### src/hdl/dcondo_pkg.sv
// Shared types, constants and helper functions of the digital output command master.
// No dependencies; every other file of the block except the two interfaces uses this package.

package dcondo_pkg;

    localparam int QUEUE_DEPTH_DEF = 8;
    localparam int JOBQ_DEPTH      = 2;
    localparam int CFG_IDX_W       = 2;
    localparam int CFG_DATA_W      = 16;

    localparam logic [15:0] TIMEOUT_RST = 16'd100;

    // Frame and answer characters.
    localparam logic [7:0] CH_SOF    = 8'h23;  // '#'
    localparam logic [7:0] CH_ZERO   = 8'h30;  // '0'
    localparam logic [7:0] CH_ONE    = 8'h31;  // '1'
    localparam logic [7:0] CH_HALF_A = 8'h41;  // 'A'
    localparam logic [7:0] CH_HALF_B = 8'h42;  // 'B'
    localparam logic [7:0] CH_CR     = 8'h0D;
    localparam logic [7:0] CH_ACK    = 8'h3E;  // '>'
    localparam logic [7:0] CH_NAK    = 8'h3F;  // '?'
    localparam logic [7:0] CH_IGN    = 8'h21;  // '!'

    typedef enum logic [1:0] {
        CFG_CHECKSUM = 2'd0,
        CFG_PAUSED   = 2'd1,
        CFG_TIMEOUT  = 2'd2
    } cfg_idx_t;

    typedef enum logic [1:0] {
        MODE_CMD  = 2'd0,
        MODE_RX   = 2'd1,
        MODE_TICK = 2'd2
    } mode_t;

    typedef enum logic [2:0] {
        ST_OK         = 3'd0,
        ST_INVALID    = 3'd1,
        ST_IGNORED    = 3'd2,
        ST_UNKNOWN    = 3'd3,
        ST_TIMEOUT    = 3'd4,
        ST_QUEUE_FULL = 3'd5
    } status_t;

    // Position of a result item within one job: the optional status report, then the frame.
    typedef enum logic [3:0] {
        POS_STATUS  = 4'd0,
        POS_SOF     = 4'd1,
        POS_ADDR_HI = 4'd2,
        POS_ADDR_LO = 4'd3,
        POS_HALF    = 4'd4,
        POS_CHAN    = 4'd5,
        POS_ZERO    = 4'd6,
        POS_STATE   = 4'd7,
        POS_CK_HI   = 4'd8,
        POS_CK_LO   = 4'd9,
        POS_CR      = 4'd10
    } pos_t;

    typedef struct packed {
        logic [7:0] addr;
        logic [3:0] ch;
        logic       on;
    } cmd_t;

    // Work handed from the front to the back for one accepted item.
    typedef struct packed {
        logic    st_valid;
        status_t status;
        logic    frame_valid;
        cmd_t    cmd;
        logic    cks;
    } job_t;

    function automatic logic [7:0] hex_digit(input logic [3:0] v);
        logic [7:0] d;
        d = (v < 4'd10) ? (8'h30 + {4'h0, v}) : (8'h37 + {4'h0, v});
        return d;
    endfunction

    function automatic status_t classify(input logic [7:0] b);
        status_t s;
        if (b == CH_ACK) begin
            s = ST_OK;
        end else if (b == CH_NAK) begin
            s = ST_INVALID;
        end else if (b == CH_IGN) begin
            s = ST_IGNORED;
        end else begin
            s = ST_UNKNOWN;
        end
        return s;
    endfunction

endpackage

### src/hdl/dcondo_in_if.sv
// Input channel of the digital output command master: valid/ready handshake and item fields.
// Depends on nothing.

interface dcondo_in_if;
    logic       valid;
    logic       ready;
    logic [1:0] mode;
    logic [7:0] dest_address;
    logic [3:0] channel;
    logic       turn_on;
    logic [7:0] rx_byte;

    modport source (output valid, mode, dest_address, channel, turn_on, rx_byte, input ready);
    modport sink   (input valid, mode, dest_address, channel, turn_on, rx_byte, output ready);
endinterface

### src/hdl/dcondo_out_if.sv
// Result channel of the digital output command master: valid/ready handshake and result fields.
// Depends on nothing.

interface dcondo_out_if;
    logic       valid;
    logic       ready;
    logic       out_kind;
    logic [7:0] tx_byte;
    logic [2:0] status;
    logic       last;

    modport source (output valid, out_kind, tx_byte, status, last, input ready);
    modport sink   (input valid, out_kind, tx_byte, status, last, output ready);
endinterface

### src/hdl/dcon_digital_output_master_unit.sv
// Top level of the digital output command master: configuration registers and the
// front, job queue and back. Uses dcondo_pkg, dcondo_in_if, dcondo_out_if and the submodules.
//
// Usage:
//   in_ch carries items: mode 0 queues a set-output command (dest_address, channel,
//   turn_on), mode 1 delivers one received serial byte (rx_byte), mode 2 is one timer tick.
//   out_ch carries result items: frame bytes to transmit (out_kind 0) and status
//   reports (out_kind 1); last marks the final result of one input item.
//   cfg_we/cfg_index/cfg_data write checksum_enable (0), paused (1), timeout_ticks (2);
//   write them only while the block is idle.
// Path: the first result of an item is registered in the job queue and then in the output register.
// Throughput: one result item per cycle while out_ch.ready is high. An item that starts a
//   frame yields 8 to 11 results and keeps the back busy until the last of them is loaded;
//   items without results push no job. The front keeps accepting while the two-entry job queue has room.
// Reset: command queue empty, no answer awaited, checksum off, not paused, timeout 100.
// Stall: while out_ch.ready is low the output register holds, the job queue fills and
//   in_ch.ready falls; nothing is lost.

module dcon_digital_output_master_unit #(
    parameter int QUEUE_DEPTH = dcondo_pkg::QUEUE_DEPTH_DEF
) (
    input  logic                              clk,
    input  logic                              rst_n,
    dcondo_in_if.sink                         in_ch,
    dcondo_out_if.source                      out_ch,
    input  logic                              cfg_we,
    input  logic [dcondo_pkg::CFG_IDX_W-1:0]  cfg_index,
    input  logic [dcondo_pkg::CFG_DATA_W-1:0] cfg_data
);

    logic        cks_en_reg;
    logic        paused_reg;
    logic [15:0] timeout_reg;

    logic             job_push;
    logic             jobq_full;
    logic             job_pop;
    logic             head_valid;
    dcondo_pkg::job_t push_job;
    dcondo_pkg::job_t head_job;

    always_ff @(posedge clk or negedge rst_n)
    begin
        if (!rst_n)
        begin
            cks_en_reg  <= 1'b0;
            paused_reg  <= 1'b0;
            timeout_reg <= dcondo_pkg::TIMEOUT_RST;
        end
        else if (cfg_we)
        begin
            case (dcondo_pkg::cfg_idx_t'(cfg_index))
                dcondo_pkg::CFG_CHECKSUM: cks_en_reg  <= cfg_data[0];
                dcondo_pkg::CFG_PAUSED:   paused_reg  <= cfg_data[0];
                dcondo_pkg::CFG_TIMEOUT:  timeout_reg <= cfg_data[15:0];
                default:                  paused_reg  <= paused_reg;
            endcase
        end
    end

    dcondo_front #(
        .QUEUE_DEPTH (QUEUE_DEPTH)
    ) u_front (
        .clk           (clk),
        .rst_n         (rst_n),
        .in_ch         (in_ch),
        .cks_en        (cks_en_reg),
        .paused        (paused_reg),
        .timeout_ticks (timeout_reg),
        .jobq_full     (jobq_full),
        .job_push      (job_push),
        .job           (push_job)
    );

    dcondo_jobq u_jobq (
        .clk        (clk),
        .rst_n      (rst_n),
        .push       (job_push),
        .push_job   (push_job),
        .full       (jobq_full),
        .pop        (job_pop),
        .head_job   (head_job),
        .head_valid (head_valid)
    );

    dcondo_back u_back (
        .clk       (clk),
        .rst_n     (rst_n),
        .job       (head_job),
        .job_valid (head_valid),
        .pop       (job_pop),
        .out_ch    (out_ch)
    );

endmodule

### src/hdl/dcondo_front.sv
// Front part: accepts items, keeps the command queue and the answer/timeout state,
// and hands one job per productive item to the job queue. Uses dcondo_pkg, dcondo_in_if.

module dcondo_front #(
    parameter int QUEUE_DEPTH = dcondo_pkg::QUEUE_DEPTH_DEF
) (
    input  logic               clk,
    input  logic               rst_n,
    dcondo_in_if.sink          in_ch,
    input  logic               cks_en,
    input  logic               paused,
    input  logic [15:0]        timeout_ticks,
    input  logic               jobq_full,
    output logic               job_push,
    output dcondo_pkg::job_t   job
);

    localparam int PW = (QUEUE_DEPTH > 1) ? $clog2(QUEUE_DEPTH) : 1;
    localparam int CW = $clog2(QUEUE_DEPTH + 1);

    dcondo_pkg::cmd_t mem [QUEUE_DEPTH];
    dcondo_pkg::cmd_t rdata_reg;

    logic [PW-1:0] head_reg, head_next;
    logic [PW-1:0] tail_reg, tail_next;
    logic [CW-1:0] count_reg, count_next;
    logic          awaiting_reg, awaiting_next;
    logic          have_first_reg, have_first_next;
    logic [7:0]    first_byte_reg, first_byte_next;
    logic [15:0]   ticks_reg, ticks_next;

    logic               fire;
    logic               full;
    logic               push;
    logic               send;
    logic               mem_wr;
    logic               mem_pop;
    logic               st_valid;
    dcondo_pkg::status_t st;
    logic [7:0]         rx_first;
    logic [15:0]        ticks_inc;
    logic [CW-1:0]      count_after;
    dcondo_pkg::cmd_t   incoming;
    dcondo_pkg::cmd_t   send_cmd;

    function automatic logic [PW-1:0] next_ptr(input logic [PW-1:0] p);
        logic [PW-1:0] n;
        n = (p == PW'(QUEUE_DEPTH - 1)) ? '0 : p + PW'(1);
        return n;
    endfunction

    assign fire        = in_ch.valid && in_ch.ready;
    assign in_ch.ready = !jobq_full;
    assign full        = (count_reg == CW'(QUEUE_DEPTH));

    assign incoming.addr = in_ch.dest_address;
    assign incoming.ch   = in_ch.channel;
    assign incoming.on   = in_ch.turn_on;

    assign rx_first  = have_first_reg ? first_byte_reg : in_ch.rx_byte;
    assign ticks_inc = (ticks_reg == 16'hFFFF) ? ticks_reg : ticks_reg + 16'd1;

    always_comb
    begin
        st_valid        = 1'b0;
        st              = dcondo_pkg::ST_OK;
        push            = 1'b0;
        awaiting_next   = awaiting_reg;
        have_first_next = have_first_reg;
        first_byte_next = first_byte_reg;
        ticks_next      = ticks_reg;

        if (fire)
        begin
            case (dcondo_pkg::mode_t'(in_ch.mode))
                dcondo_pkg::MODE_CMD:
                begin
                    if (full)
                    begin
                        st_valid = 1'b1;
                        st       = dcondo_pkg::ST_QUEUE_FULL;
                    end
                    else
                    begin
                        push = 1'b1;
                    end
                end
                dcondo_pkg::MODE_RX:
                begin
                    if (awaiting_reg)
                    begin
                        have_first_next = 1'b1;
                        first_byte_next = rx_first;
                        if (in_ch.rx_byte == dcondo_pkg::CH_CR)
                        begin
                            st_valid      = 1'b1;
                            st            = dcondo_pkg::classify(rx_first);
                            awaiting_next = 1'b0;
                        end
                    end
                end
                dcondo_pkg::MODE_TICK:
                begin
                    if (awaiting_reg)
                    begin
                        ticks_next = ticks_inc;
                        if (ticks_inc >= timeout_ticks)
                        begin
                            st_valid      = 1'b1;
                            st            = dcondo_pkg::ST_TIMEOUT;
                            awaiting_next = 1'b0;
                        end
                    end
                end
                default:
                begin
                    st_valid = 1'b0;
                end
            endcase
        end

        count_after = count_reg + CW'(push);
        send        = fire && !awaiting_next && !paused && (count_after != '0);

        if (send)
        begin
            awaiting_next   = 1'b1;
            have_first_next = 1'b0;
            first_byte_next = 8'h00;
            ticks_next      = 16'h0000;
        end
    end

    // When the queue is empty and a frame is sent, the just-pushed command goes straight to the frame, never stored.
    assign send_cmd = (count_reg == '0) ? incoming : rdata_reg;
    assign mem_wr   = push && !(send && (count_reg == '0));
    assign mem_pop  = send && (count_reg != '0);

    always_comb
    begin
        head_next  = mem_pop ? next_ptr(head_reg) : head_reg;
        tail_next  = mem_wr ? next_ptr(tail_reg) : tail_reg;
        count_next = count_reg;
        if (mem_wr && !mem_pop)
        begin
            count_next = count_reg + CW'(1);
        end
        else if (mem_pop && !mem_wr)
        begin
            count_next = count_reg - CW'(1);
        end
    end

    always_comb
    begin
        job_push        = st_valid || send;
        job.st_valid    = st_valid;
        job.status      = st;
        job.frame_valid = send;
        job.cmd         = send_cmd;
        job.cks         = cks_en;
    end

    always_ff @(posedge clk)
    begin
        if (mem_wr)
        begin
            mem[tail_reg] <= incoming;
        end
    end

    // The read port registers the entry at the next head pointer, so it presents the oldest stored command.
    always_ff @(posedge clk)
    begin
        if (mem_wr && (tail_reg == head_next))
        begin
            rdata_reg <= incoming;
        end
        else
        begin
            rdata_reg <= mem[head_next];
        end
    end

    always_ff @(posedge clk or negedge rst_n)
    begin
        if (!rst_n)
        begin
            head_reg       <= '0;
            tail_reg       <= '0;
            count_reg      <= '0;
            awaiting_reg   <= 1'b0;
            have_first_reg <= 1'b0;
            first_byte_reg <= 8'h00;
            ticks_reg      <= 16'h0000;
        end
        else
        begin
            head_reg       <= head_next;
            tail_reg       <= tail_next;
            count_reg      <= count_next;
            awaiting_reg   <= awaiting_next;
            have_first_reg <= have_first_next;
            first_byte_reg <= first_byte_next;
            ticks_reg      <= ticks_next;
        end
    end

`ifndef NO_ASSERTIONS
    a_count_bound: assert property (@(posedge clk) disable iff (!rst_n)
        count_reg <= CW'(QUEUE_DEPTH))
        else $error("command queue count above depth");

    a_send_arms: assert property (@(posedge clk) disable iff (!rst_n)
        send |=> (awaiting_reg && (ticks_reg == 16'h0000) && !have_first_reg))
        else $error("sent frame did not arm answer wait");

    a_full_reject: assert property (@(posedge clk) disable iff (!rst_n)
        (fire && (in_ch.mode == dcondo_pkg::MODE_CMD) && full)
        |-> (job_push && job.st_valid && (job.status == dcondo_pkg::ST_QUEUE_FULL)))
        else $error("full queue did not reject command");
`endif

endmodule

### src/hdl/dcondo_jobq.sv
// Short job queue between the front and the back, so that each side can stall alone.
// Uses dcondo_pkg.

module dcondo_jobq (
    input  logic             clk,
    input  logic             rst_n,
    input  logic             push,
    input  dcondo_pkg::job_t push_job,
    output logic             full,
    input  logic             pop,
    output dcondo_pkg::job_t head_job,
    output logic             head_valid
);

    localparam int PW = (dcondo_pkg::JOBQ_DEPTH > 1) ? $clog2(dcondo_pkg::JOBQ_DEPTH) : 1;
    localparam int CW = $clog2(dcondo_pkg::JOBQ_DEPTH + 1);

    dcondo_pkg::job_t q_mem [dcondo_pkg::JOBQ_DEPTH];

    logic [PW-1:0] head_reg, head_next;
    logic [PW-1:0] tail_reg, tail_next;
    logic [CW-1:0] count_reg, count_next;
    logic          do_push, do_pop;

    function automatic logic [PW-1:0] next_ptr(input logic [PW-1:0] p);
        logic [PW-1:0] n;
        n = (p == PW'(dcondo_pkg::JOBQ_DEPTH - 1)) ? '0 : p + PW'(1);
        return n;
    endfunction

    assign full       = (count_reg == CW'(dcondo_pkg::JOBQ_DEPTH));
    assign head_valid = (count_reg != '0);
    assign head_job   = q_mem[head_reg];
    assign do_push    = push && !full;
    assign do_pop     = pop && head_valid;

    always_comb
    begin
        head_next  = do_pop ? next_ptr(head_reg) : head_reg;
        tail_next  = do_push ? next_ptr(tail_reg) : tail_reg;
        count_next = count_reg;
        if (do_push && !do_pop)
        begin
            count_next = count_reg + CW'(1);
        end
        else if (do_pop && !do_push)
        begin
            count_next = count_reg - CW'(1);
        end
    end

    always_ff @(posedge clk)
    begin
        if (do_push)
        begin
            q_mem[tail_reg] <= push_job;
        end
    end

    always_ff @(posedge clk or negedge rst_n)
    begin
        if (!rst_n)
        begin
            head_reg  <= '0;
            tail_reg  <= '0;
            count_reg <= '0;
        end
        else
        begin
            head_reg  <= head_next;
            tail_reg  <= tail_next;
            count_reg <= count_next;
        end
    end

endmodule

### src/hdl/dcondo_back.sv
// Back part: turns the job at the head of the job queue into result items, one per cycle,
// while out_ch is not stalled, through an output register. Uses dcondo_pkg, dcondo_out_if.

module dcondo_back (
    input  logic             clk,
    input  logic             rst_n,
    input  dcondo_pkg::job_t job,
    input  logic             job_valid,
    output logic             pop,
    dcondo_out_if.source     out_ch
);

    dcondo_pkg::pos_t pos_reg, pos_next;
    dcondo_pkg::pos_t eff_pos;
    logic [7:0]       sum_reg, sum_next;

    logic       out_valid_reg, out_valid_next;
    logic       kind_reg;
    logic [7:0] tx_reg;
    logic [2:0] status_reg;
    logic       last_reg;

    logic       load;
    logic       is_last;
    logic [7:0] byte_w;

    // A job without a status report starts directly at the frame.
    assign eff_pos = ((pos_reg == dcondo_pkg::POS_STATUS) && !job.st_valid)
                     ? dcondo_pkg::POS_SOF : pos_reg;

    always_comb
    begin
        case (eff_pos)
            dcondo_pkg::POS_SOF:     byte_w = dcondo_pkg::CH_SOF;
            dcondo_pkg::POS_ADDR_HI: byte_w = dcondo_pkg::hex_digit(job.cmd.addr[7:4]);
            dcondo_pkg::POS_ADDR_LO: byte_w = dcondo_pkg::hex_digit(job.cmd.addr[3:0]);
            dcondo_pkg::POS_HALF:
                byte_w = job.cmd.ch[3] ? dcondo_pkg::CH_HALF_B : dcondo_pkg::CH_HALF_A;
            dcondo_pkg::POS_CHAN:    byte_w = dcondo_pkg::CH_ZERO + {5'b0, job.cmd.ch[2:0]};
            dcondo_pkg::POS_ZERO:    byte_w = dcondo_pkg::CH_ZERO;
            dcondo_pkg::POS_STATE:
                byte_w = job.cmd.on ? dcondo_pkg::CH_ONE : dcondo_pkg::CH_ZERO;
            dcondo_pkg::POS_CK_HI:   byte_w = dcondo_pkg::hex_digit(sum_reg[7:4]);
            dcondo_pkg::POS_CK_LO:   byte_w = dcondo_pkg::hex_digit(sum_reg[3:0]);
            dcondo_pkg::POS_CR:      byte_w = dcondo_pkg::CH_CR;
            default:                 byte_w = 8'h00;
        endcase
    end

    assign is_last = (eff_pos == dcondo_pkg::POS_STATUS) ? !job.frame_valid
                                                         : (eff_pos == dcondo_pkg::POS_CR);
    assign load    = job_valid && (!out_valid_reg || out_ch.ready);
    assign pop     = load && is_last;

    always_comb
    begin
        pos_next = pos_reg;
        sum_next = sum_reg;
        if (load)
        begin
            if (is_last)
            begin
                pos_next = dcondo_pkg::POS_STATUS;
            end
            else
            begin
                case (eff_pos)
                    dcondo_pkg::POS_STATUS: pos_next = dcondo_pkg::POS_SOF;
                    dcondo_pkg::POS_STATE:
                        pos_next = job.cks ? dcondo_pkg::POS_CK_HI : dcondo_pkg::POS_CR;
                    default: pos_next = dcondo_pkg::pos_t'(4'(eff_pos) + 4'd1);
                endcase
            end

            // The checksum runs over the frame characters before it.
            if (eff_pos == dcondo_pkg::POS_SOF)
            begin
                sum_next = byte_w;
            end
            else if ((eff_pos > dcondo_pkg::POS_SOF) && (eff_pos <= dcondo_pkg::POS_STATE))
            begin
                sum_next = sum_reg + byte_w;
            end
        end
    end

    always_comb
    begin
        if (load)
        begin
            out_valid_next = 1'b1;
        end
        else if (out_ch.ready)
        begin
            out_valid_next = 1'b0;
        end
        else
        begin
            out_valid_next = out_valid_reg;
        end
    end

    always_ff @(posedge clk)
    begin
        sum_reg <= sum_next;
        if (load)
        begin
            kind_reg   <= (eff_pos == dcondo_pkg::POS_STATUS);
            tx_reg     <= byte_w;
            status_reg <= (eff_pos == dcondo_pkg::POS_STATUS) ? job.status
                                                              : dcondo_pkg::ST_OK;
            last_reg   <= is_last;
        end
    end

    always_ff @(posedge clk or negedge rst_n)
    begin
        if (!rst_n)
        begin
            pos_reg       <= dcondo_pkg::POS_STATUS;
            out_valid_reg <= 1'b0;
        end
        else
        begin
            pos_reg       <= pos_next;
            out_valid_reg <= out_valid_next;
        end
    end

    assign out_ch.valid    = out_valid_reg;
    assign out_ch.out_kind = kind_reg;
    assign out_ch.tx_byte  = tx_reg;
    assign out_ch.status   = status_reg;
    assign out_ch.last     = last_reg;

`ifndef NO_ASSERTIONS
    a_pos_bound: assert property (@(posedge clk) disable iff (!rst_n)
        pos_reg <= dcondo_pkg::POS_CR)
        else $error("frame position out of range");

    a_mid_job: assert property (@(posedge clk) disable iff (!rst_n)
        (pos_reg != dcondo_pkg::POS_STATUS) |-> job_valid)
        else $error("job left the queue before its last item");

    a_cks_only: assert property (@(posedge clk) disable iff (!rst_n)
        (job_valid && ((pos_reg == dcondo_pkg::POS_CK_HI) || (pos_reg == dcondo_pkg::POS_CK_LO)))
        |-> job.cks)
        else $error("checksum emitted for a job without checksum");
`endif

endmodule

### src/flat_wrapper.sv
// flat-port wrapper written by rule: the top's interface ports become plain ports
module dcon_digital_output_master_unit_flat 
#(
    parameter int QUEUE_DEPTH = dcondo_pkg::QUEUE_DEPTH_DEF
)
  (clk, rst_n, cfg_we, cfg_index, cfg_data, in_ch_valid, in_ch_mode, in_ch_dest_address, in_ch_channel, in_ch_turn_on, in_ch_rx_byte, in_ch_ready, out_ch_valid, out_ch_out_kind, out_ch_tx_byte, out_ch_status, out_ch_last, out_ch_ready);
  dcondo_in_if in_ch_i ();
  dcondo_out_if out_ch_i ();
  input  logic clk;
  input  logic rst_n;
  input  logic cfg_we;
  input  logic [dcondo_pkg::CFG_IDX_W-1:0] cfg_index;
  input  logic [dcondo_pkg::CFG_DATA_W-1:0] cfg_data;
  input wire logic [$bits(in_ch_i.valid)-1:0] in_ch_valid;
  input wire logic [$bits(in_ch_i.mode)-1:0] in_ch_mode;
  input wire logic [$bits(in_ch_i.dest_address)-1:0] in_ch_dest_address;
  input wire logic [$bits(in_ch_i.channel)-1:0] in_ch_channel;
  input wire logic [$bits(in_ch_i.turn_on)-1:0] in_ch_turn_on;
  input wire logic [$bits(in_ch_i.rx_byte)-1:0] in_ch_rx_byte;
  output wire logic [$bits(in_ch_i.ready)-1:0] in_ch_ready;
  output wire logic [$bits(out_ch_i.valid)-1:0] out_ch_valid;
  output wire logic [$bits(out_ch_i.out_kind)-1:0] out_ch_out_kind;
  output wire logic [$bits(out_ch_i.tx_byte)-1:0] out_ch_tx_byte;
  output wire logic [$bits(out_ch_i.status)-1:0] out_ch_status;
  output wire logic [$bits(out_ch_i.last)-1:0] out_ch_last;
  input wire logic [$bits(out_ch_i.ready)-1:0] out_ch_ready;
  assign in_ch_i.valid = in_ch_valid;
  assign in_ch_i.mode = in_ch_mode;
  assign in_ch_i.dest_address = in_ch_dest_address;
  assign in_ch_i.channel = in_ch_channel;
  assign in_ch_i.turn_on = in_ch_turn_on;
  assign in_ch_i.rx_byte = in_ch_rx_byte;
  assign in_ch_ready = in_ch_i.ready;
  assign out_ch_valid = out_ch_i.valid;
  assign out_ch_out_kind = out_ch_i.out_kind;
  assign out_ch_tx_byte = out_ch_i.tx_byte;
  assign out_ch_status = out_ch_i.status;
  assign out_ch_last = out_ch_i.last;
  assign out_ch_i.ready = out_ch_ready;
  dcon_digital_output_master_unit #(.QUEUE_DEPTH(QUEUE_DEPTH)) u_core (.clk(clk), .rst_n(rst_n), .in_ch(in_ch_i), .out_ch(out_ch_i), .cfg_we(cfg_we), .cfg_index(cfg_index), .cfg_data(cfg_data));
endmodule
### config.mk
export PLATFORM = sky130hd
export DESIGN_NAME = dcon_digital_output_master_unit_flat
export DESIGN_NICKNAME = d
export VERILOG_FILES = /design/src/hdl/dcondo_pkg.sv /design/src/hdl/dcondo_in_if.sv /design/src/hdl/dcondo_out_if.sv /design/src/hdl/dcon_digital_output_master_unit.sv /design/src/hdl/dcondo_front.sv /design/src/hdl/dcondo_jobq.sv /design/src/hdl/dcondo_back.sv /design/src/flat_wrapper.sv
export SDC_FILE = /design/constraint.sdc
export NUM_CORES = 1
export LEC_CHECK = 0
export BUFFER_PORTS_ARGS = -buffer_cell sky130_fd_sc_hd__buf_2
export CAP_MARGIN = 10
export CORE_MARGIN = 3
export CORE_UTILIZATION = 45
export DETAILED_ROUTE_END_ITERATION = 16
export GPL_ROUTABILITY_DRIVEN = 0
export HOLD_SLACK_MARGIN = 0.05
export SETUP_SLACK_MARGIN = 0.4
export SYNTH_ARGS = -nofsm -noshare
export SYNTH_HDL_FRONTEND = slang
export SYNTH_HIERARCHICAL = 1
export SYNTH_SLANG_ARGS = --single-unit
### constraint.sdc
create_clock -name clk -period 7.1 [get_ports clk]
set_clock_uncertainty 0.15 [all_clocks]
set_input_delay 1.42 -clock clk [delete_from_list [all_inputs] [get_ports clk]]
set_output_delay 1.42 -clock clk [all_outputs]
set_load 0.02 [all_outputs]
### After elaboration in Yosys (flattened, before gate mapping)

Memory sizes are Yosys's and may differ from the RTL's. A register that Yosys moved wholly into a read port is not among the register bits.
Cells that the tools add are included.

* register bits after elaboration: 84
* bits in latches: 0
* bits in writable memories: 142
* bits in read-only memories: 0
* input bits: 46
* output and inout bits: 15
* memories kept: 2

* add/sub/neg operators: 21
* $mul: 0
* divide/modulo/power cells: 0
* magnitude comparators: 7
* eq/ne operators: 23
* shift operators: 0
* muxes and demuxes: 71
* bitwise logic cells: 0
* reduce and logical (&&, ||, !) cells: 52

Memory list
* u_core.u_front.mem: depth 8, width 13, rd ports 1, clocked after memory_dff 1, wr ports 1, line dcondo_front.sv:21 `dcondo_pkg::cmd_t mem [QUEUE_DEPTH];`
* u_core.u_jobq.q_mem: depth 2, width 19, rd ports 1, clocked after memory_dff 0, wr ports 1, line dcondo_jobq.sv:18 `dcondo_pkg::job_t q_mem [dcondo_pkg::JOBQ_DEPTH];`

Operator list (count)
* 16-bit 2-to-1 mux: 5
* 7-bit one-hot mux with 10 select lines: 1
* 6-bit by 4-bit adder with 7-bit output (first input constant): 8
* 8-bit 2-to-1 mux: 7
* 1-bit 2-to-1 mux: 30
* 7-bit 2-to-1 mux: 4
* 8-bit by 6-bit equality test with 1-bit output (second input constant): 3
* 3-bit 2-to-1 mux: 7
* 2-bit nonzero test: 9
* 1-bit logical AND: 17
* 16-bit by 1-bit adder with 16-bit output (second input constant): 1
* 16-bit equality test (second input constant): 1
* 4-bit by 3-bit equality test with 1-bit output (second input constant): 4
* 4-bit equality test (second input constant): 4
* 16-bit >= comparator: 1
* 4-bit less-than comparator (second input constant): 4
* 2-bit 2-to-1 mux: 8
* 4-bit 2-to-1 mux: 4
* 13-bit 2-to-1 mux: 1
* 4-bit zero test: 3
* 1-bit zero test: 11
* 3-bit one-hot mux with 3 select lines: 1
* 4-bit by 1-bit adder with 4-bit output (second input constant): 2
* 8-bit adder: 1
* other kinds (23): 37

### Depth between registers and ports, before layout

Gate-level depths: netlist of run 1.

* depth after elaboration: 18
* mapped depth: 22
* gate-level depth less buffers: 21

### Modules after synthesis

Netlist of run 1, hierarchy kept.

By module, submodules not included
* dcondo_front: times used 1, cells each 511, area an instance 6946.7 µm²
* dcondo_back: times used 1, cells each 219, area an instance 1959.4 µm²
* dcondo_jobq: times used 1, cells each 78, area an instance 1666.6 µm²
* dcon_digital_output_master_unit: times used 1, cells each 40, area an instance 740.7 µm²

### Worst setup path after synthesis of run 1

No wires, ideal clock.

* path type: input port to flip-flop
* start: in in_ch_valid
* end: mem u_core/u_front/mem[0][0] in the netlist's numbering (enable)
* setup time: 0.417 ns
* data arrival time: 4.894 ns
* required time: 6.533 ns
* slack: 1.639 ns
* stages on the path: 14
* cells stage by stage: nor2b_1 -> nand3_1 -> inv_1 -> ha_1 -> ha_1 -> a21boi_0 -> a21oi_1 -> o41ai_1 -> nor3b_1 -> o31a_1 -> buf_2 -> a21o_1 -> buf_6 -> nor4_1

* word-level cells in the longest chain between the ends: 11
* elaborated cells between the ends (all ways): 14

Ends and longest elaborated chain
* start, declared: line flat_wrapper.sv:14 `input wire logic [$bits(in_ch_i.valid)-1:0] in_ch_valid;`
* 1-bit logical AND (*): line dcondo_front.sv:52 `assign fire = in_ch.valid && in_ch.ready;`
* parallel branches: the longest is 7 deep, another holds 4-bit by 1-bit adder with 4-bit output
* 1-bit logical AND (*): line dcondo_front.sv:136 `assign mem_wr = push && !(send && (count_reg == '0));`
* 1-bit 2-to-1 mux (*): line dcondo_front.sv:166 `if (mem_wr)`
* 1-bit 2-to-1 mux (implied by the code) (*): line dcondo_front.sv:168 `mem[tail_reg] <= incoming;`
* end, declared: line dcondo_front.sv:21

Every way passes the cells marked *.

==> metrics.yaml, run 1 <==
clock_network:
  cts_resized: 0
  holdBufCountCts: 0
  clk_root_buffer_cell: "clkbuf_16"
  cts.sinks: 228
  clkTransAtPathRegs_ps: 60
  cts_setup_buffers: 0
  cts_buffer_depth: 3
  cts.htree.levels: 1
  clock_latency_ps: 540
  cts_tree: "done"
  cts_inserted_buffers: 26
synthesis:
  synthMuxAreaShare: 0.1356
  synth-compound-area-share: 0.06813
  synthAdderAreaFrac: 0.04888
  synthCells: 848
  syn-num-nets: 937
  synth.avg_cell_area_um2: 13.34
  synthTopCellsByCount: "edfxtp_1 (162), nand2_1 (67), dfrtp_1 (60), nor2_1 (56), ha_1 (41)"
  post-synth-top-count-cell: "edfxtp_1"
  yosysUniqueCellTypes: 76
  synth_top_family_by_area: "multiplexers"
  async_flop_share: 0.2763
  netlist.area_leader.share: 0.4300
  ys_ff_latch: 228
  synth_seq_area_share: 0.5750
  yosys-top-cells-area: "edfxtp_1 (43%), dfrtp_1 (13%), mux4_2 (5.2%)"
  synthSimpleGateAreaFrac: 0.1102
  synth_top_area_cell: "edfxtp_1"
  netlist_area_um2: 11310
  synth_edf_count: 162
  synth-xor-area-share: 0.02931
  ys_warn_count: 6
  synth_ff_type: "edfxtp_1"
sta:
  finalCriticalPeriod_ps: 5268
  finalHoldViolations: 0
  fmax_ghz: 0.1898
  setup_viol: 0
  rsz0062_at_grt: "no"
  finalMaxSlewViolations: 0
  relSlewSlack: 0.3695
  worst_pin_slew_ps: 945.7
  min_period_over_period: 0.7420
  tns_ps: 0
power:
  netSwitchingFraction: 0.3274
  power.density_nw_per_um2: 385.1
  ir_drop_v: 0.0002666
  clkPwrFrac: 0.288
  cell_internal_pwr_mw: 3.335
  p_switching_mw: 1.623
  seqPwrFrac: 0.401
  combPwrFrac: 0.311
  p_leak_nw: 4.988
placement:
  hpwl_um: 14530
  dpl_cell_area_um2: 11930
  io_buffers: 59
floorplanning:
  dieWidth_um: 164.6
  rows: 57
  fp.dieH_um: 164.6
  start_util: 0.4611
  coreArea_um2: 24530
  num_io_pins: 61
  die_area_um2: 27080
final_layout:
  antenna_cells: 0
  largest_reg_flops: 104
  largest_register: "u_core/u_front/mem"
  finalNetCount: 998
  drive_above_1_share: 0.2336
  syn_to_final_growth_pct: 13.80
  stdcell_area_um2: 12870
  reg.largest.list: "u_core/u_front/mem: 104 flops, u_core/u_jobq/q_mem: 38 flops"
drt:
  vias_per_cell: 5.300
  drtAntennaViolNets: 0
  vias: 6641
  wl_per_cell_um: 16.99
  drt_iter0_drc: 362
  drc_errors: 0
  drt_wl_total_um: 21290
  drt_pass1_iterations: 5
job:
  max_cap_viol_count: 0
worst_setup_path:
  worstSetupStartpointType: "flop"
  arrival_ps: 5530
  critPathRequiredTime_ps: 7360
  crit_type: "reg -> reg"
  cp-end-kind: "flop"
  crit_path_max_fanout: 33
global_routing:
  grt_pass1_wl_um: 34640
  grt_pass1_vias: 6444
  grt_max_degree: 64
  grt_overflow: 0
  antenna_found_initial: 0
  globalRouteTotalUtil: 0.1604
status:
  status: "complete, no violations"
hold_path:
  hp-class: "reg -> reg"
==> final cells by class <==
| type | count | area, um^2 |
|---|---|---|
| Clock buffer | 30 | 675.6 |
| Timing Repair Buffer | 72 | 392.9 |
| Tap cell | 324 | 405.4 |
| Multi-Input combinational cell | 543 | 4484 |
| Sequential cell | 228 | 6506 |
| Clock inverter | 18 | 265.3 |
| Fill cell | 2116 | 11660 |
| Inverter | 38 | 145.1 |
==> stage by stage <==
step	power (mW)	setup slack, ps	std cells	util	hold slack, ps
2_1_floorplan	3.181	1639	848	-	315.1
3_3_place_gp	3.537	1734	1205	0.4864	337.4
3_5_place_dp	3.566	1626	1205	0.4864	340.3
4_1_cts	5.023	1890	1253	0.5248	353.6
5_1_grt	5.301	1415	1253	0.5248	378.7
6_report	4.959	1832	1253	0.5248	346.2
==> power groups by stage <==
| stage | combinational [mW] | sequential (mW) | clock [mW] |
|---|---|---|---|
| 2_1_floorplan | 1.28 | 1.90 | 0 |
| 3_3_place_gp | 1.52 | 2.01 | 0 |
| 3_5_place_dp | 1.55 | 2.02 | 0 |
| 4_1_cts | 1.55 | 1.99 | 1.47 |
| 5_1_grt | 1.74 | 2.03 | 1.53 |
| 6_report | 1.54 | 1.99 | 1.43 |
==> worst paths after layout <==
kind                       cells past startpoint  slack, ps                         from                     endpoint
setup reg to reg                              20       1830  u_core/u_front/ticks_reg[0]  u_core/u_front/count_reg[3]
hold reg to reg                                1        350   u_core/u_jobq/count_reg[1]   u_core/u_jobq/count_reg[1]
setup / recovery                              20       1830  u_core/u_front/ticks_reg[0]  u_core/u_front/count_reg[3]
min in group asynchronous                      2        910                        rst_n        u_core/timeout_reg[3]
max in group asynchronous                      2       5330                        rst_n   u_core/u_back/out_ch.valid
hold / removal                                 1        350   u_core/u_jobq/count_reg[1]   u_core/u_jobq/count_reg[1]
==> routing by layer <==
metal / part of all wire / global-route usage / routed length [um]
met3: 0.039 / 0.02282 / 838
met4: 0.019 / 0.04003 / 395
met5: 0 / 0 / 0
met1: 0.48 / 0.2381 / 10150
met2: 0.47 / 0.2504 / 9903
==> critical path, cell delays in order (launching register included) <==
cell and delay [ps]:
dfrtp_1 420, ha_1 210, and3_1 220, nand4_1 180
or3_1 630, nand2_1 150, xnor2_1 130, ha_1 270
a21oi_1 130, o21ai_0 200, a221oi_1 380, a31oi_1 210
o31a_1 330, buf_4 250, nand2b_1 240, ha_1 290
a21o_1 170, a21oi_1 170, and3_1 170, mux2i_1 80
xnor2_1 140
==> layout by cell type (no fill, tap or decap), types with 4 or more instances in the layout <==
| cell type | synthesis | final |
|---|---|---|
| nand2b_1 | 11 | 11 |
| o21ai_0 | 36 | 36 |
| nor3_1 | 12 | 9 |
| nand4_1 | 7 | 7 |
| nor3b_1 | 5 | 5 |
| nor4b_1 | 4 | 4 |
| ha_1 | 41 | 41 |
| a21o_1 | 5 | 5 |
| mux2i_1 | 28 | 28 |
| nor4_2 | 1 | 4 |
| dfrtp_1 | 60 | 60 |
| nand2_1 | 67 | 67 |
| clkinv_1 | 0 | 4 |
| mux2_4 | 31 | 31 |
| and4_1 | 6 | 6 |
| a211oi_1 | 5 | 4 |
| clkinv_2 | 0 | 5 |
| and3_1 | 9 | 9 |
| a31oi_1 | 14 | 14 |
| nor3_2 | 2 | 5 |
| xnor2_1 | 21 | 21 |
| nor2_1 | 56 | 56 |
| mux4_2 | 26 | 26 |
| buf_2 | 11 | 59 |
| clkbuf_16 | 0 | 26 |
| a21oi_1 | 26 | 26 |
| nand3_1 | 15 | 15 |
| and2_1 | 6 | 6 |
| mux2_2 | 18 | 18 |
| o211ai_1 | 4 | 4 |
| edfxtp_1 | 162 | 162 |
| nor2b_1 | 13 | 13 |
| bufinv_16 | 0 | 6 |
| buf_4 | 7 | 13 |
| xor2_1 | 15 | 15 |
| inv_1 | 37 | 37 |
==> logic make-up (layout without fill, tap and decap cells) <==
| logic type | Yosys count | in the layout |
|---|---|---|
| AND/OR/NAND/NOR | 237 | 237 |
| flip-flops | 228 | 228 |
| AO/OA/AOI/OAI | 122 | 122 |
| multiplexers | 103 | 103 |
| buffers and inverters | 77 | 158 |
| adder cells (fa/ha/maj) | 43 | 43 |
| XOR/XNOR | 37 | 37 |
| other | 1 | 1 |
Power figures use the tool's default switching activity.
==> run 2, diff against run 1 <==
- clock period: 7.1 -> 5.4 ns (I/O delays scaled with it)
==> metrics.yaml, run 2 (synthesized netlist as in run 1, its figures left out) <==
clock_network:
  clk_root_buffer_cell: "clkbuf_16"
  cts_tree: "done"
  clock_latency_ps: 520  # -20 ps
  cts.htree.levels: 1  # unchanged
  cts_buffer_depth: 3  # unchanged
  cts.sinks: 228  # unchanged
  cts_inserted_buffers: 25  # -3.8%
  cts_setup_buffers: 0  # unchanged
  clkTransAtPathRegs_ps: 50  # about the same
final_layout:
  stdcell_area_um2: 12790  # -0.69%
  reg.largest.list: "u_core/u_front/mem: 104 flops, u_core/u_jobq/q_mem: 38 flops"
  antenna_cells: 0  # unchanged
  seq_area_um2: 6506  # unchanged
  mostFrequentLayoutCell: "edfxtp_1"
  largest_reg_flops: 104  # unchanged
  multi_input_comb_area_um2: 4516  # +0.70%
  finalNetCount: 1001  # +0.30%
  num-fill-cells: 2120  # +0.19%
  final_cells: 1255  # +0.16%
  mostFrequentLayoutCells: "edfxtp_1 (162), nand2_1 (67), dfrtp_1 (60)"
  syn_to_final_growth_pct: 13.02
  drive_above_1_share: 0.2363  # +0.002721
  largest_register: "u_core/u_front/mem"
sta:
  fmax_ghz: 0.2158  # +14%
  relSlewSlack: 0.3745  # +0.004930
  setup_viol: 0  # unchanged
  finalCriticalPeriod_ps: 4633  # -635.0 ps
  finalMaxSlewViolations: 0  # unchanged
  min_period_over_period: 0.8580  # +0.1160
  tns_ps: 0  # unchanged
  rsz0062_at_grt: "no"
  worst_pin_slew_ps: 938.3  # -7.394 ps
  finalHoldViolations: 0  # unchanged
  holdWs_ps: 351.3  # +5.151 ps
floorplanning:
  start_util: 0.4611  # unchanged
  dieWidth_um: 164.6  # unchanged
  num_io_pins: 61  # unchanged
  fp.dieH_um: 164.6  # unchanged
  die_area_um2: 27080  # unchanged
  rows: 57  # unchanged
  coreArea_um2: 24530  # unchanged
hold_path:
  hp-class: "reg -> reg"
power:
  cell_internal_pwr_mw: 4.185  # +25%
  seqPwrFrac: 0.420  # +0.019
  combPwrFrac: 0.321  # +0.010
  p_switching_mw: 2.102  # +30%
  p_leak_nw: 4.946  # -0.83%
  netSwitchingFraction: 0.3344  # +0.006978
  power.density_nw_per_um2: 491.8  # +28%
  ir_drop_v: 0.0002701  # +1.3%
  clkPwrFrac: 0.259  # -0.029
drt:
  vias_per_cell: 5.330  # +0.56%
  drt_wl_total_um: 21410  # +0.56%
  drt_pass1_iterations: 5  # unchanged
  vias: 6689  # +0.72%
  drtAntennaViolNets: 0  # unchanged
  drt_iter0_drc: 412  # +14%
  drc_errors: 0  # unchanged
  wl_per_cell_um: 17.06  # +0.40%
global_routing:
  grt_overflow: 0  # unchanged
  grt_pass1_wl_um: 35290  # +1.9%
  grt_pass1_vias: 6724  # +4.3%
  globalRouteTotalUtil: 0.1631  # +0.002689
  grt_max_degree: 37  # -42%
  antenna_found_initial: 0  # unchanged
placement:
  io_buffers: 59  # unchanged
  dp_cells: 1209  # +0.33%
  hpwl_um: 14710  # +1.2%
  dpl_cell_area_um2: 11960  # +0.21%
worst_setup_path:
  path_cells: "ha_1, and3_1, nand4_1, nor3_1, nand2_1, nand2_1, ha_1, nor2b_1, o211a_1, o311ai_2, a31oi_2, o31a_1, buf_4, or2_2, nand2_2, inv_1, ha_1, nor2_1, xor2_1"
  cp-end-kind: "flop"
  cpPeakStageDelay_ps: 470  # -160 ps
  crit_type: "reg -> reg"
  path_common_cell: "ha_1"
  crit_path_max_fanout: 33  # unchanged
  crit_buf_inv: 2  # +1
  worstSetupStartpointType: "flop"
  cp_top_family: "simple AND/OR/NAND/NOR gates"
  arrival_ps: 4920  # -610 ps
  critPathRequiredTime_ps: 5680  # -1680 ps
  slowest_stage: "nor3_1"
job:
  max_cap_viol_count: 0  # unchanged
status:
  status: "complete, no violations"
==> run 2: changes by cell type in the layout (fill, tap and decap cells not counted), sizes merged <==
cell      change
clkbuf        +6
buf           +4
bufinv        -4
clkinv        -3
inv           +1
clkinvlp      -2
==> run 2: power by group through the flow <==
stage | Sequential [mW] | Clock (mW) | Combinational, mW
global placement | 2.67 | 0 | 1.99
detailed placement | 2.68 | 0 | 2.02
floorplan | 2.49 | 0 | 1.69
CTS | 2.65 | 1.69 | 2.03
global route | 2.70 | 1.77 | 2.29
finish | 2.64 | 1.63 | 2.02
==> run 2: repair_timing <==
action                     4_1_cts  5_1_grt
gates resized for setup          0        8
hold buffers                     0        0
setup endpoints to repair        0      149
==> run 2: layout make-up <==
class                      count  share of cell area
clock buffer                  36             0.05372
clock inverter                10            0.008122
inverter                      38             0.01135
multi-input combinational    543              0.3532
sequential                   228              0.5089
tap                          324             0.03171
timing repair buffer          76             0.03308
==> run 2: final timing paths <==
path,cells past startpoint,slack [ps],to,startpoint
worst min register to register,1,350,u_core/u_jobq/count_reg[1],u_core/u_jobq/count_reg[1]
worst max-delay path,19,770,u_core/u_jobq/count_reg[1],u_core/u_front/ticks_reg[0]
worst max register to register,19,770,u_core/u_jobq/count_reg[1],u_core/u_front/ticks_reg[0]
worst min-delay path,1,350,u_core/u_jobq/count_reg[1],u_core/u_jobq/count_reg[1]
max in group asynchronous,2,3700,u_core/u_back/pos_reg[2],rst_n
min in group asynchronous,1,520,u_core/u_front/ticks_reg[0],rst_n
==> run 2: stage by stage <==
step           setup slack (ps)  power, mW    util
3_3_place_gp              515.7      4.663  0.4875
2_1_floorplan             133.8      4.182       -
5_1_grt                   401.7      6.758  0.5212
4_1_cts                   407.1      6.368  0.5197
3_5_place_dp              407.7      4.694  0.4875
6_report                  766.6      6.288  0.5212
==> run 2: worst register-to-register path, cell delays in order, from the launching register on <==
cell	delay [ps]
dfrtp_1	420
ha_1	220
and3_1	230
nand4_1	170
nor3_1	470
nand2_1	100
nand2_1	90
ha_1	230
nor2b_1	140
o211a_1	210
o311ai_2	300
a31oi_2	160
o31a_1	320
buf_4	260
or2_2	360
nand2_2	100
inv_1	50
ha_1	300
nor2_1	130
xor2_1	140
==> run 2: per-layer routing <==
metal | routed length (um) | track usage | vias to the layer above
met3 | 779 | 0.02508 | 27
met4 | 357 | 0.03431 | 0
met5 | 0 | 0 | -
li1 | - | - | 3282
met1 | 10300 | 0.2380 | 3279
met2 | 9970 | 0.2610 | 101
==> run 3, diff against run 2 <==
- CORE_ASPECT_RATIO: unset -> 0.9
==> metrics.yaml, run 3 (synthesized netlist as in run 1, its figures left out) <==
placement:
  io_buffers: 59  # unchanged
  dpl_cell_area_um2: 11980  # +0.19%
  dp_cells: 1222  # +1.1%
  hpwl_um: 14900  # +1.3%
  pre_cts_ws_ps: 386.8  # -20.93 ps
clock_network:
  clk_root_buffer_cell: "clkbuf_16"
  cts_tree: "done"
  cts.htree.levels: 1  # unchanged
  clock_latency_ps: 520  # about the same
  clkTransAtPathRegs_ps: 60  # about the same
  cts_buffer_depth: 3  # unchanged
  cts.sinks: 228  # unchanged
  cts_inserted_buffers: 24  # -4.0%
  holdBufCountCts: 0  # unchanged
final_layout:
  largest_register: "u_core/u_front/mem"
  antenna_cells: 0  # unchanged
  mostFrequentLayoutCell: "edfxtp_1"
  stdcell_area_um2: 12850  # +0.47%
  finalNetCount: 1004  # +0.30%
  final_cells: 1269  # +1.1%
  mostFrequentLayoutCells: "edfxtp_1 (162), nand2_1 (67), buf_2 (59), dfrtp_1 (59), nor2_1 (56)"
  largest_reg_flops: 104  # unchanged
  syn_to_final_growth_pct: 13.55
  reg.largest.list: "u_core/u_front/mem: 104 flops, u_core/u_jobq/q_mem: 38 flops"
  drive_above_1_share: 0.2433  # +0.006996
sta:
  finalHoldViolations: 0  # unchanged
  fmax_ghz: 0.2120  # -1.8%
  finalMaxSlewViolations: 0  # unchanged
  min_period_over_period: 0.8735  # +0.01549
  setup_ws_ps: 683.0  # -83.62 ps
  tns_ps: 0  # unchanged
  rsz0062_at_grt: "no"
  finalCriticalPeriod_ps: 4717  # +83.62 ps
  setup_viol: 0  # unchanged
  worst_pin_slew_ps: 952.9  # +14.57 ps
  relSlewSlack: 0.3647  # -0.009717
global_routing:
  grt_overflow: 0  # unchanged
  globalRouteTotalUtil: 0.1609  # -0.002195
  grt_pass1_vias: 6671  # -0.79%
  antenna_found_initial: 0  # unchanged
  grt_max_degree: 35  # -5.4%
  grt_pass1_wl_um: 35480  # +0.53%
floorplanning:
  coreArea_um2: 24460  # -0.31%
  fp.dieH_um: 156.4  # -4.9%
  die_area_um2: 27080  # about the same
  rows: 54  # -5.3%
  start_util: 0.4626  # +0.001415
  num_io_pins: 61  # unchanged
  dieWidth_um: 173.1  # +5.2%
drt:
  drt_wl_total_um: 21740  # +1.5%
  drc_errors: 0  # unchanged
  wl_met2_um: 9378  # -5.9%
  dr_wl_met3_um: 871  # +12%
  wl_per_cell_um: 17.13  # +0.43%
  drtAntennaViolNets: 0  # unchanged
  drt_pass1_iterations: 5  # unchanged
  wl_met1_um: 10960  # +6.4%
  vias_per_cell: 5.309  # -0.39%
  drt_iter0_drc: 621  # +51%
  vias: 6737  # +0.72%
  top_layer_used: "met4"
worst_setup_path:
  arrival_ps: 4960  # +40 ps
  crit_type: "reg -> reg"
  cp-end-kind: "flop"
  critPathRequiredTime_ps: 5640  # -40 ps
  worstSetupStartpointType: "flop"
  crit_path_max_fanout: 9  # -73%
hold_path:
  hp-class: "reg -> reg"
job:
  max_cap_viol_count: 0  # unchanged
power:
  ir_drop_v: 0.0002782  # +3.0%
  power.density_nw_per_um2: 492.9  # +0.24%
  p_leak_nw: 4.964  # +0.35%
status:
  status: "complete, no violations"
run 3: through the flow:
step,total power [mW],util,hold WS [ps]
6_report,6.332,0.5252,350.8
5_1_grt,6.767,0.5252,373.3
4_1_cts,6.378,0.5230,356.4
3_5_place_dp,4.708,0.4899,345.4
3_3_place_gp,4.671,0.4899,338.3
2_1_floorplan,4.182,-,315.1
run 3: path summary, 6_finish.rpt:
| kind | startpoint | endpoint | slack, ps | depth (start not counted) |
|---|---|---|---|---|
| min | u_core/u_jobq/count_reg[1] | u_core/u_jobq/count_reg[1] | 350 | 1 |
| max reg2reg | u_core/u_front/ticks_reg[0] | u_core/u_front/count_reg[3] | 680 | 20 |
| min reg2reg | u_core/u_jobq/count_reg[1] | u_core/u_jobq/count_reg[1] | 350 | 1 |
| max in group asynchronous | rst_n | u_core/u_jobq/count_reg[0] | 3700 | 2 |
| min in group asynchronous | rst_n | u_core/u_front/ticks_reg[6] | 490 | 1 |
| max | u_core/u_front/ticks_reg[0] | u_core/u_front/count_reg[3] | 680 | 20 |
run 3: cell type report:
type / count / area [um^2]
Sequential cell: 228 / 6507
Tap cell: 336 / 420.4
Timing Repair Buffer: 79 / 445.4
Clock buffer: 28 / 635.6
Clock inverter: 16 / 170.2
Fill cell: 2130 / 11610
Multi-Input combinational cell: 544 / 4522
Inverter: 38 / 145.1
run 3: repair_timing:
item / CTS / global route
buffers inserted: 0 / 2
setup endpoints to repair: 1 / 53
cloned: 0 / 1
pin swaps: 0 / 4
gates resized for setup: 1 / 7
run 3: power breakdown:
group	switching, mW	internal, mW	leakage (nW)
Clock	0.663	0.987	0.390
Combinational	1.08	0.961	2.29
Sequential	0.395	2.25	2.28
run 3: critical path: stages (launching register included):
cell      delay [ps]
dfrtp_1          400
ha_1             210
and3_1           230
nand4_1          200
or3_4            430
nand2_1          100
xnor2_1          120
ha_1             260
a21oi_1          130
o21ai_0          180
a221oi_2         310
a31oi_2          170
o31a_1           320
buf_4            170
nand2b_1         200
ha_1             290
a21o_1           190
a21oi_2          150
and3_1           180
mux2i_1           90
xnor2_1          120
run 3: layer usage:
metal,global-route usage,up-vias
li1,-,3298
met1,0.2434,3270
met2,0.2463,131
met3,0.02305,38
met4,0.04168,0
met5,0,-
